$ cat src/rtl/absc_pkg.sv
// Shared types and codes for the authorized bucket selection check.
package absc_pkg;

  // Action codes of an input word.
  localparam logic ACT_LOAD   = 1'b0;
  localparam logic ACT_RECORD = 1'b1;

  // Status codes of a result word.
  localparam logic [2:0] ST_OK       = 3'd0;
  localparam logic [2:0] ST_COUNTS   = 3'd1;
  localparam logic [2:0] ST_ZERO_GEN = 3'd2;
  localparam logic [2:0] ST_RANGE    = 3'd3;
  localparam logic [2:0] ST_DUP      = 3'd4;
  localparam logic [2:0] ST_REFUSED  = 3'd5;

  // Input word.
  typedef struct packed {
    logic        action;
    logic [31:0] node_index;
    logic [31:0] node_generation;
    logic [7:0]  auth_bucket;
    logic [7:0]  package_slot;
    logic        last;
  } item_t;

  // Result word.
  typedef struct packed {
    logic [3:0] selected_bucket;
    logic [2:0] status;
    logic       final_res;
  } result_t;

  // One stored table entry.
  typedef struct packed {
    logic [63:0] ref_val;
    logic [7:0]  bucket;
    logic [7:0]  slot;
    logic [2:0]  err;
  } entry_t;

  // Commands from the controller to the datapath.
  typedef struct packed {
    logic accept;
    logic scan_en;
    logic finish;
  } ctl_cmd_t;

  // Status from the datapath to the controller.
  typedef struct packed {
    logic item_is_load;
    logic new_load_full;
    logic scan_done;
    logic out_free;
  } ctl_stat_t;

endpackage

$ cat src/rtl/absc_ram.sv
// Generic single-port-write, single-port-read RAM with registered read data.
module absc_ram #(
  parameter int WIDTH = 8,
  parameter int DEPTH = 16
) (
  input  logic                     clk,
  input  logic                     we,
  input  logic [$clog2(DEPTH)-1:0] waddr,
  input  logic [WIDTH-1:0]         wdata,
  input  logic [$clog2(DEPTH)-1:0] raddr,
  output logic [WIDTH-1:0]         rdata
);

  logic [WIDTH-1:0] mem [DEPTH];

  // Write port and registered read port.
  always_ff @(posedge clk) begin
    if (we) begin
      mem[waddr] <= wdata;
    end
    rdata <= mem[raddr];
  end

endmodule

$ cat src/rtl/absc_ctrl.sv
// Controller state machine: accept a word, scan the table, finish the word.
module absc_ctrl (
  input  logic                  clk,
  input  logic                  rst,
  input  logic                  item_valid,
  output logic                  item_ready,
  input  absc_pkg::ctl_stat_t   stat,
  output absc_pkg::ctl_cmd_t    cmd
);

  typedef enum logic [2:0] {
    S_IDLE   = 3'b001,
    S_SCAN   = 3'b010,
    S_FINISH = 3'b100
  } state_t;

  state_t state;
  state_t state_next;

  // Next state and command decode.
  always_comb begin
    state_next  = state;
    item_ready  = 1'b0;
    cmd         = '0;
    case (state)
      S_IDLE: begin
        item_ready = 1'b1;
        if (item_valid) begin
          cmd.accept = 1'b1;
          // A load into a full table only sets the overflow flag.
          state_next = stat.new_load_full ? S_IDLE : S_SCAN;
        end
      end
      S_SCAN: begin
        cmd.scan_en = 1'b1;
        if (stat.scan_done) begin
          state_next = S_FINISH;
        end
      end
      S_FINISH: begin
        // A record needs a free output register; a load only writes the table.
        if (stat.item_is_load || stat.out_free) begin
          cmd.finish = 1'b1;
          state_next = S_IDLE;
        end
      end
      default: begin
        state_next = S_IDLE;
      end
    endcase
  end

  // State register.
  always_ff @(posedge clk) begin
    if (rst) begin
      state <= S_IDLE;
    end else begin
      state <= state_next;
    end
  end

endmodule

$ cat src/rtl/absc_datapath.sv
// Datapath: entry table, scan accumulators, counters and output register.
module absc_datapath #(
  parameter int MAX_ENTRIES = 16,
  parameter int MAX_RECORDS = 65535
) (
  input  logic                  clk,
  input  logic                  rst,
  input  absc_pkg::item_t       item,
  input  absc_pkg::ctl_cmd_t    cmd,
  output absc_pkg::ctl_stat_t   stat,
  output logic                  result_valid,
  input  logic                  result_ready,
  output absc_pkg::result_t     result
);

  localparam int AW    = $clog2(MAX_ENTRIES);
  localparam int CW    = $clog2(MAX_ENTRIES + 1);
  localparam int RCW   = $clog2(MAX_RECORDS + 2);
  localparam int CMPW  = (CW > 8) ? CW : 8;
  localparam int EW    = $bits(absc_pkg::entry_t);

  absc_pkg::item_t  item_q;
  logic [CW-1:0]    entry_count;
  logic             overflow;
  logic [RCW-1:0]   rec_count;
  logic             rec_err;
  logic [CW-1:0]    scan_addr;
  logic             rd_pend;
  logic             dup;
  logic             matched;
  logic [3:0]       match_bucket;
  logic [2:0]       tstat;

  absc_pkg::entry_t rd_entry;
  absc_pkg::entry_t wr_entry;
  logic [EW-1:0]    rd_data;
  logic             ram_we;
  logic             issue;
  logic [63:0]      item_ref;
  logic             ref_hit;
  logic             out_of_range;
  logic [RCW-1:0]   rec_count_next;
  logic             refused;
  logic             rec_err_next;
  logic [2:0]       status_next;

  // Entry table.
  absc_ram #(
    .WIDTH (EW),
    .DEPTH (MAX_ENTRIES)
  ) u_table (
    .clk   (clk),
    .we    (ram_we),
    .waddr (entry_count[AW-1:0]),
    .wdata (wr_entry),
    .raddr (scan_addr[AW-1:0]),
    .rdata (rd_data)
  );

  assign rd_entry = absc_pkg::entry_t'(rd_data);
  assign item_ref = {item_q.node_generation, item_q.node_index};
  assign issue    = cmd.scan_en && (scan_addr < entry_count);

  // Compare the entry read last cycle against the held word.
  assign ref_hit      = (rd_entry.ref_val == item_ref);
  assign out_of_range = (CMPW'(rd_entry.bucket) >= CMPW'(entry_count)) ||
                        (CMPW'(rd_entry.slot) >= CMPW'(entry_count));

  // New table entry built from the held load word.
  always_comb begin
    wr_entry.ref_val = item_ref;
    wr_entry.bucket  = item_q.auth_bucket;
    wr_entry.slot    = item_q.package_slot;
    if (item_q.node_generation == 32'd0) begin
      wr_entry.err = absc_pkg::ST_ZERO_GEN;
    end else if (dup) begin
      wr_entry.err = absc_pkg::ST_DUP;
    end else begin
      wr_entry.err = absc_pkg::ST_OK;
    end
  end

  assign ram_we = cmd.finish && (item_q.action == absc_pkg::ACT_LOAD);

  // Record verdict, with bad counts first, then the table check, then records.
  always_comb begin
    rec_count_next = (rec_count <= RCW'(MAX_RECORDS)) ? rec_count + 1'b1 : rec_count;
    refused        = (item_q.node_generation == 32'd0) || !matched;
    rec_err_next   = rec_err || refused;
    if ((rec_count_next > RCW'(MAX_RECORDS)) || (entry_count < CW'(2)) || overflow) begin
      status_next = absc_pkg::ST_COUNTS;
    end else if (tstat != absc_pkg::ST_OK) begin
      status_next = tstat;
    end else if (rec_err_next) begin
      status_next = absc_pkg::ST_REFUSED;
    end else begin
      status_next = absc_pkg::ST_OK;
    end
  end

  // Status toward the controller.
  always_comb begin
    stat.item_is_load  = (item_q.action == absc_pkg::ACT_LOAD);
    stat.new_load_full = (item.action == absc_pkg::ACT_LOAD) &&
                         (entry_count >= CW'(MAX_ENTRIES));
    stat.scan_done     = !(scan_addr < entry_count) && !rd_pend;
    stat.out_free      = !result_valid || result_ready;
  end

  // Held word and scan accumulators.
  always_ff @(posedge clk) begin
    if (cmd.accept) begin
      item_q       <= item;
      scan_addr    <= '0;
      dup          <= 1'b0;
      matched      <= 1'b0;
      match_bucket <= '0;
      tstat        <= absc_pkg::ST_OK;
    end else begin
      if (issue) begin
        scan_addr <= scan_addr + 1'b1;
      end
      if (rd_pend) begin
        if (ref_hit || (rd_entry.bucket == item_q.auth_bucket) ||
            (rd_entry.slot == item_q.package_slot)) begin
          dup <= 1'b1;
        end
        if (ref_hit && !matched) begin
          matched      <= 1'b1;
          match_bucket <= rd_entry.bucket[3:0];
        end
        if (tstat == absc_pkg::ST_OK) begin
          if (rd_entry.err == absc_pkg::ST_ZERO_GEN) begin
            tstat <= absc_pkg::ST_ZERO_GEN;
          end else if (out_of_range) begin
            tstat <= absc_pkg::ST_RANGE;
          end else if (rd_entry.err == absc_pkg::ST_DUP) begin
            tstat <= absc_pkg::ST_DUP;
          end
        end
      end
    end
  end

  // Counters, flags and the read-pending marker.
  always_ff @(posedge clk) begin
    if (rst) begin
      entry_count <= '0;
      overflow    <= 1'b0;
      rec_count   <= '0;
      rec_err     <= 1'b0;
      rd_pend     <= 1'b0;
    end else begin
      rd_pend <= issue;
      if (cmd.accept && stat.new_load_full) begin
        overflow <= 1'b1;
      end
      if (cmd.finish) begin
        if (item_q.action == absc_pkg::ACT_LOAD) begin
          entry_count <= entry_count + 1'b1;
        end else if (item_q.last) begin
          entry_count <= '0;
          overflow    <= 1'b0;
          rec_count   <= '0;
          rec_err     <= 1'b0;
        end else begin
          rec_count <= rec_count_next;
          rec_err   <= rec_err_next;
        end
      end
    end
  end

  // Output register.
  always_ff @(posedge clk) begin
    if (rst) begin
      result_valid <= 1'b0;
    end else if (cmd.finish && (item_q.action == absc_pkg::ACT_RECORD)) begin
      result_valid <= 1'b1;
    end else if (result_ready) begin
      result_valid <= 1'b0;
    end
  end

  always_ff @(posedge clk) begin
    if (cmd.finish && (item_q.action == absc_pkg::ACT_RECORD)) begin
      result.selected_bucket <= refused ? 4'd0 : match_bucket;
      result.status          <= status_next;
      result.final_res       <= item_q.last;
    end
  end

endmodule

$ cat src/rtl/authorized_bucket_selection_check.sv
// Top level of the authorized bucket selection check.
//
//  Channel | Signals                            | Word
//  --------+------------------------------------+-------------------------------
//  input   | item_valid, item_ready, item       | load entry or selection record
//  output  | result_valid, result_ready, result | bucket, status, final flag
//
// A word is accepted, the table is read entry by entry through its registered
// port, the last entry read is compared, the scan ends, and then the table or
// the result is written; on an empty table the read and compare steps drop out.
// A load into a full table is not scanned and only sets the overflow flag.
// Reset clears counters and flags; only entries below the fill count are read.
// A record waits in its last cycle while the output register holds an untaken word.
module authorized_bucket_selection_check #(
  parameter int MAX_ENTRIES = 16,
  parameter int MAX_RECORDS = 65535
) (
  input  logic                clk,
  input  logic                rst,
  input  logic                item_valid,
  output logic                item_ready,
  input  absc_pkg::item_t     item,
  output logic                result_valid,
  input  logic                result_ready,
  output absc_pkg::result_t   result
);

  absc_pkg::ctl_cmd_t  cmd;
  absc_pkg::ctl_stat_t stat;

  // Controller.
  absc_ctrl u_ctrl (
    .clk        (clk),
    .rst        (rst),
    .item_valid (item_valid),
    .item_ready (item_ready),
    .stat       (stat),
    .cmd        (cmd)
  );

  // Datapath.
  absc_datapath #(
    .MAX_ENTRIES (MAX_ENTRIES),
    .MAX_RECORDS (MAX_RECORDS)
  ) u_datapath (
    .clk          (clk),
    .rst          (rst),
    .item         (item),
    .cmd          (cmd),
    .stat         (stat),
    .result_valid (result_valid),
    .result_ready (result_ready),
    .result       (result)
  );

  // The table is never scanned while a new word may be taken.
  a_no_scan_when_ready: assert property (@(posedge clk) disable iff (rst)
    item_ready |-> !cmd.scan_en)
    else $error("scan active while accepting");

  // Accepting and finishing never coincide.
  a_accept_not_finish: assert property (@(posedge clk) disable iff (rst)
    cmd.accept |-> !cmd.finish)
    else $error("accept during finish");

  // After a word is finished the block is ready for the next one.
  a_ready_after_finish: assert property (@(posedge clk) disable iff (rst)
    cmd.finish |=> item_ready)
    else $error("not ready after finish");

  // Only defined status codes leave the block.
  a_status_code: assert property (@(posedge clk) disable iff (rst)
    result_valid |-> (result.status <= absc_pkg::ST_REFUSED))
    else $error("undefined status code");

endmodule
$ cat config.mk
export PLATFORM = sky130hd
export DESIGN_NAME = authorized_bucket_selection_check
export DESIGN_NICKNAME = d
export VERILOG_FILES = /design/src/rtl/absc_pkg.sv /design/src/rtl/absc_ram.sv /design/src/rtl/absc_ctrl.sv /design/src/rtl/absc_datapath.sv /design/src/rtl/authorized_bucket_selection_check.sv
export SDC_FILE = /design/constraint.sdc
export NUM_CORES = 1
export LEC_CHECK = 0
export ABC_AREA = 1
export BUFFER_PORTS_ARGS = -buffer_cell sky130_fd_sc_hd__buf_2
export CAP_MARGIN = 20
export CELL_PAD_IN_SITES_DETAIL_PLACEMENT = 1
export CELL_PAD_IN_SITES_GLOBAL_PLACEMENT = 2
export CORE_MARGIN = 2
export CORE_UTILIZATION = 45
export CTS_CLUSTER_SIZE = 16
export DETAILED_ROUTE_END_ITERATION = 12
export HOLD_SLACK_MARGIN = 0.02
export PLACE_DENSITY_LB_ADDON = 0.1
export SYNTH_ARGS = -nofsm -noshare
export SYNTH_HDL_FRONTEND = slang
export SYNTH_HIERARCHICAL = 1
export SYNTH_SLANG_ARGS = --single-unit
$ cat constraint.sdc
create_clock -name clk -period 13.6 [get_ports clk]
set_input_delay 0 -clock clk [delete_from_list [all_inputs] [get_ports clk]]
set_output_delay 0 -clock clk [all_outputs]
set_load 0.01 [all_outputs]
After elaboration in Yosys (flattened, before gate mapping)
Memory sizes are Yosys's and may differ from the RTL's. A register that Yosys moved wholly into a read port is not among the register bits.
Cells that the tools add are included.
- bitwise operators: 2
- multipliers: 0
- reduce and logical (&&, ||, !) cells: 31
- shifts and indexed selects: 0
- $lt $le $gt $ge: 7
- div/mod/pow operators: 0
- eq/ne operators: 12
- $add $sub $neg: 3
- mux-type cells: 31
- operator list (operator ; count):
    == test 64 bit ; 1
    2-to-1 mux 17 bit ; 2
    logical NOT 32 bit ; 1
    2-to-1 mux 3 bit ; 10
    adder 17 x 1 -> 17 bit, second input constant ; 1
    > comparator 17 x 16 -> 1 bit, second input constant ; 1
    <= comparator 17 x 16 -> 1 bit, second input constant ; 1
    == test 8 bit ; 2
    greater-or-equal comparator 8 x 5 -> 1 bit ; 2
    2-to-1 mux 1 bit ; 15
    adder 5 x 1 -> 5 bit, second input constant ; 2
    2-to-1 mux 5 bit ; 2
    logical OR 1 bit ; 9
    case mux 3 bit (3 select lines) ; 1
    AND reduction 2 bit ; 4
    logical AND 1 bit ; 7
    == test 3 x 2 -> 1 bit, second input constant ; 2
    == test 3 bit, second input constant ; 2
    != test 2 bit, second input constant ; 3
    AND reduction 3 bit ; 2
    nonzero test 3 bit ; 2
    greater-or-equal comparator 5 bit, second input constant ; 1
    < comparator 5 x 2 -> 1 bit, second input constant ; 1
    < comparator 5 bit ; 1
    other kinds (7) ; 11
- register bits: 133
- bits of input ports: 86
- word-level logic and storage cells: 108
- bits in read-only memories: 0
- latch bits: 0
- output and inout port bits: 10
- bits in writable memories: 1328
- memories kept: 1
- memory list (memory ; words ; width ; read ports ; clocked after Yosys merged registers in ; write ports ; line ; RTL):
    u_datapath.u_table.mem ; 16 ; 83 ; 1 ; 1 ; 1 ; absc_ram.sv:14 ; logic [WIDTH-1:0] mem [DEPTH];

Longest topological paths before layout
- depth in word-level cells: 8
- gate-level depth with buffers: 12
- depth with buffers taken out: 12

By module
The synthesis kept the hierarchy.
- modules (own cells, without submodules) (module ; sequential area each (sq um) ; times used ; area each (sq um) ; cells an instance):
    absc_ram ; 41539.8 ; 1 ; 58782.6 ; 5454
    absc_datapath ; 3503.4 ; 1 ; 6572.6 ; 784
    absc_ctrl ; 60.1 ; 1 ; 195.2 ; 33

Least setup slack after synthesis
No wires, ideal clock.
- path type: register to register
- start: register u_datapath/item_q[81] in the netlist's numbering
- end: memory u_datapath/u_table/mem[10][0] in the netlist's numbering, enable pin
- data required time: 13.075 ns
- slack: 8.232 ns
- setup time: 0.525 ns
- stages on the path, launching flop included: 8
- arrival: 4.843 ns
- path buffers: 0
- clock period less this slack: 5.368 ns
- cell sequence: edfxtp_1 inv_1 nor2_1 nor4_1 inv_1 nor2_1 nand3_1 nor2_1
- RTL lines (element ; line ; RTL):
    from (decl) ; absc_datapath.sv:22 ; absc_pkg::item_t item_q;
    from (signal assigned) ; absc_datapath.sv:113 ; item_q <= item;
    to (decl) ; absc_ram.sv:14 ;

==> qor.csv <==
stage,metric,value,unit
status,status,"complete, no violations",
pwr,pwr-share-clk,42.6,%
clock_tree,cts-root-buf,clkbuf_16,
die,fp.coreArea,0.1452,mm2
die,fp.dieW,385.7,um
sta,fmax,0.2191,GHz
critical_path,path_class,in2reg,
critical_path,crit_chain,dlygate4sd3_1 -> buf_2 -> dlygate4sd3_1 -> inv_1 -> nand2_1 -> nor2_1 -> nor4_1 -> inv_1 -> nor2_1 -> nand3_1 -> nor2_4 -> buf_4 -> buf_4,
pwr,cell_internal_pwr,8457,uW
clock_tree,clockBufferDepth,3,
critical_path,slowest_delay,0.83,ns
pwr,seqPwrFrac,52.0,%
sta,setup_tns,0,ns
yosys,synthSimpleGateAreaFrac,20.23,%
die,fp.dieH,385.7,um
sta,worst_slew_pin_slew,1.103,ns
layout,drive_gt1_share,7.176,%
yosys,ys.flop_type,edfxtp_1,
clock_tree,hold_buffers,169,
layout,fillerInstances,15740,
global_route,grt_pass1_vias,46250,
drt,drt_iter0_drc,2839,
yosys,synth_xor_xnor_area_share,0.3741,%
yosys,yosysWarnings,6,
drt,via_per_inst,5.162,
clock_tree,cts_sinks,1544,
global_route,antenna_found_initial,3,
yosys,synth_enable_flop_cells,1418,
pwr,sw_frac_of_total,23.27,%
sta,slew_headroom,25.77,%
critical_path,worst_setup_path_end_kind,flip-flop,
critical_path,start_kind,input port,
layout,areaGrowthSynthToFinish,14.32,%
drt,drtPass1Iterations,7,
pwr,leakagePower,0.03136,uW
clock_tree,cts_tree,built,
pwr,combPwrFrac,5.5,%
place,hpwl,102900,um
yosys,synth.avg_cell_area,10.45,um2
yosys,syn_area,0.06555,mm2
drt,highest_layer,met5,
sta,post-route-period-util,33.57,%
worst_hold_path,hp-class,in2reg,
yosys,synth_cell_types,43,
sta,fin_skew,0.02434,ns
yosys,synth-compound-area-share,0.8055,%
global_route,grt_pass1_wl,290300,um
place,numPortBuffers,95,
clock_tree,cts_made_buffers,170,
pwr,p_sw,2564,uW
place,gp_congestion,0.7702,
sta,drv_slew,0,
drt,met2_wirelength,92450,um
clock_tree,htree_levels,4,
sta,setup-violations-final,0,
layout,finish.utilization,51.61,%
yosys,synth_adder_area_share,0.3245,%
flow_run,cap_violations,0,
layout,finalNetCount,6635,
yosys,synth.area.mux_share,0,%
global_route,overflow,0,
clock_tree,cts_resized,0,
critical_path,crit_slowest_cell,nor2_4,
sta,rsz0062_at_grt,no,
drt,dr_wl_met3,8045,um
clock_tree,worstSkewPairLatency,0.80,ns
drt,num_vias,44370,
global_route,track_usage,26.12,%
clock_tree,cts_setup_buffers,0,
pwr,pwr_density_cell,147.1,mW/mm2
drt,drt-wirelength-per-cell,22.40,um
die,start_util,45.14,%
sta,min_period,4.565,ns
yosys,async_flop_share,0,%
yosys,synth_top_family_by_area,simple AND/OR/NAND/NOR gates,
drt,route.detailed.drc,0,
drt,routed_wl,192500,um
critical_path,crit_fanout,48,
sta,hold_viol_final,0,
clock_tree,cts.clk_slew.worst_paths,0.05,ns
yosys,ys_ff_latch,1544,
die,die_area,0.1487,mm2
critical_path,cp.arrival,4.97,ns
critical_path,path_buf_inv,7,
yosys,syn_inst,6271,
pwr,ir_worst_vdd,126.0,uV
die,fp-row-count,140,
critical_path,cpLargestDelayFamily,buffers and inverters,
global_route,grt_max_degree,184,
drt,wl_met1,88090,um
drt,drtAntennaViolNets,0,
yosys,synth_seq_area_share,68.81,%
critical_path,crit_required,14.01,ns
die,ios,96,
routing by layer:
layer / up-vias / GRT usage (%)
li1: 20770 / -
met1: 22480 / 36.23
met2: 864 / 43.56
met3: 247 / 3.476
met4: 2 / 6.399
met5: - / 0
sequential cells by signal, summed over array words and instances (netlist names):
name	count
u_datapath/item_q	82
u_datapath/dup	1
u_ctrl/state	3
u_datapath/rec_err	1
u_datapath/overflow	1
u_datapath/matched	1
u_datapath/rd_pend	1
u_datapath/result_valid	1
u_datapath/rec_count	17
u_datapath/u_table/mem	1328
u_datapath/result	8
u_datapath/u_table/rdata	83
u_datapath/match_bucket	4
u_datapath/scan_addr	5
u_datapath/entry_count	5
u_datapath/tstat	3
cells by family (layout without fill, tap and decap cells):
group / count (synthesis) / in the layout
other: 1 / 19
adder cells (fa/ha/maj): 17 / 17
flip-flops: 1544 / 1544
AO/OA/AOI/OAI: 97 / 97
XOR/XNOR: 28 / 28
buffers and inverters: 1431 / 1820
AND/OR/NAND/NOR: 3153 / 3153
area by class of cell:
type | count | area [um2] | area share (%)
repair buffers | 354 | 2950 | 3.937
diodes | 3 | 7.507 | 0.01002
flip-flops and latches | 1544 | 45120 | 60.21
multi-input cells | 3311 | 14430 | 19.26
inverters | 1151 | 4372 | 5.834
well taps | 1917 | 2399 | 3.201
clock inverters | 76 | 835.8 | 1.115
clock buffers | 239 | 4822 | 6.435
per-stage QoR:
step / power, uW / area (um2) / std cells / worst slack (ns) / hold slack, ns
2_1_floorplan: 6021 / 65610 / 6286 / 8.232 / 0.07299
3_3_place_gp: 6382 / 67550 / 8106 / 9.113 / 0.1759
3_5_place_dp: 6404 / 67570 / 8107 / 9.043 / 0.1783
4_1_cts: 11140 / 74920 / 8591 / 9.049 / 0.03785
5_1_grt: 11380 / 74930 / 8592 / 8.711 / 0.1321
6_report: 11020 / 74940 / 8595 / 9.035 / 0.08494
power by group through the flow:
| stage | Clock [uW] | Sequential [uW] | Combinational, uW |
|---|---|---|---|
| after detailed placement | 0 | 5840 | 569 |
| after CTS | 4800 | 5740 | 608 |
| after floorplan | 0 | 5760 | 265 |
| final | 4690 | 5730 | 601 |
| after global routing | 4960 | 5750 | 663 |
| after global placement | 0 | 5830 | 548 |
Yosys cell counts (2+ instances only):
library cell | instances | area share [%]
edfxtp_1 | 1418 | 65
nand3_1 | 1027 | 7.8
a211oi_1 | 3 | 0.034
o21ai_0 | 44 | 0.34
xor2_1 | 12 | 0.16
nand4_1 | 15 | 0.14
inv_1 | 1148 | 6.6
nor2_1 | 133 | 0.76
o22ai_1 | 2 | 0.019
buf_1 | 12 | 0.069
o211ai_1 | 2 | 0.023
clkbuf_1 | 38 | 0.22
or2_2 | 6 | 0.057
buf_6 | 72 | 1.2
ha_1 | 17 | 0.32
nor3_1 | 13 | 0.099
nand2_1 | 1943 | 11
buf_4 | 27 | 0.31
buf_2 | 130 | 0.99
nand3_2 | 3 | 0.046
nor4_1 | 3 | 0.029
nor2_2 | 4 | 0.038
dfxtp_1 | 126 | 3.8
nand2_4 | 2 | 0.034
a21oi_1 | 38 | 0.29
xnor2_1 | 16 | 0.21
final timing paths:
check	slack [ns]	to	startpoint	depth (start not counted)
max reg2reg	9.06	u_datapath/u_table/mem[7][58]	u_datapath/item_q[81]	9
max	9.04	u_datapath/u_table/mem[7][58]	result_ready	13
min	0.08	u_datapath/overflow	item[81]	5
min reg2reg	0.47	u_datapath/overflow	u_datapath/overflow	2
worst min-delay path, stage by stage:
cell           delay (ns)
dlygate4sd3_1        0.52
buf_2                0.12
nor2_1               0.06
nand2_1              0.05
a21oi_1              0.06
cells in the final DEF (no fill, tap or decap), drive strengths merged:
master,Yosys,routed
dlygate4sd3,0,169
diode,0,3
clkinvlp,0,4
bufinv,0,17
or2,6,6
a211oi,4,4
nor2,138,138
buf,242,185
o211ai,2,2
nand3,1030,1030
ha,17,17
edfxtp,1418,1418
conb,1,16
nand3b,1,1
nor3,14,14
clkbuf,38,239
clkinv,0,50
a22oi,1,1
inv,1151,1156
xor2,12,12
nand4,15,15
a21oi,38,38
o21a,1,1
nor4,3,3
a41oi,1,1
xnor2,16,16
o22ai,2,2
dfxtp,126,126
a311oi,1,1
o2111ai,1,1
a31oi,1,1
o21ai,44,44
nand2,1946,1946
o31ai,1,1
(Power assumes the default switching activity.)
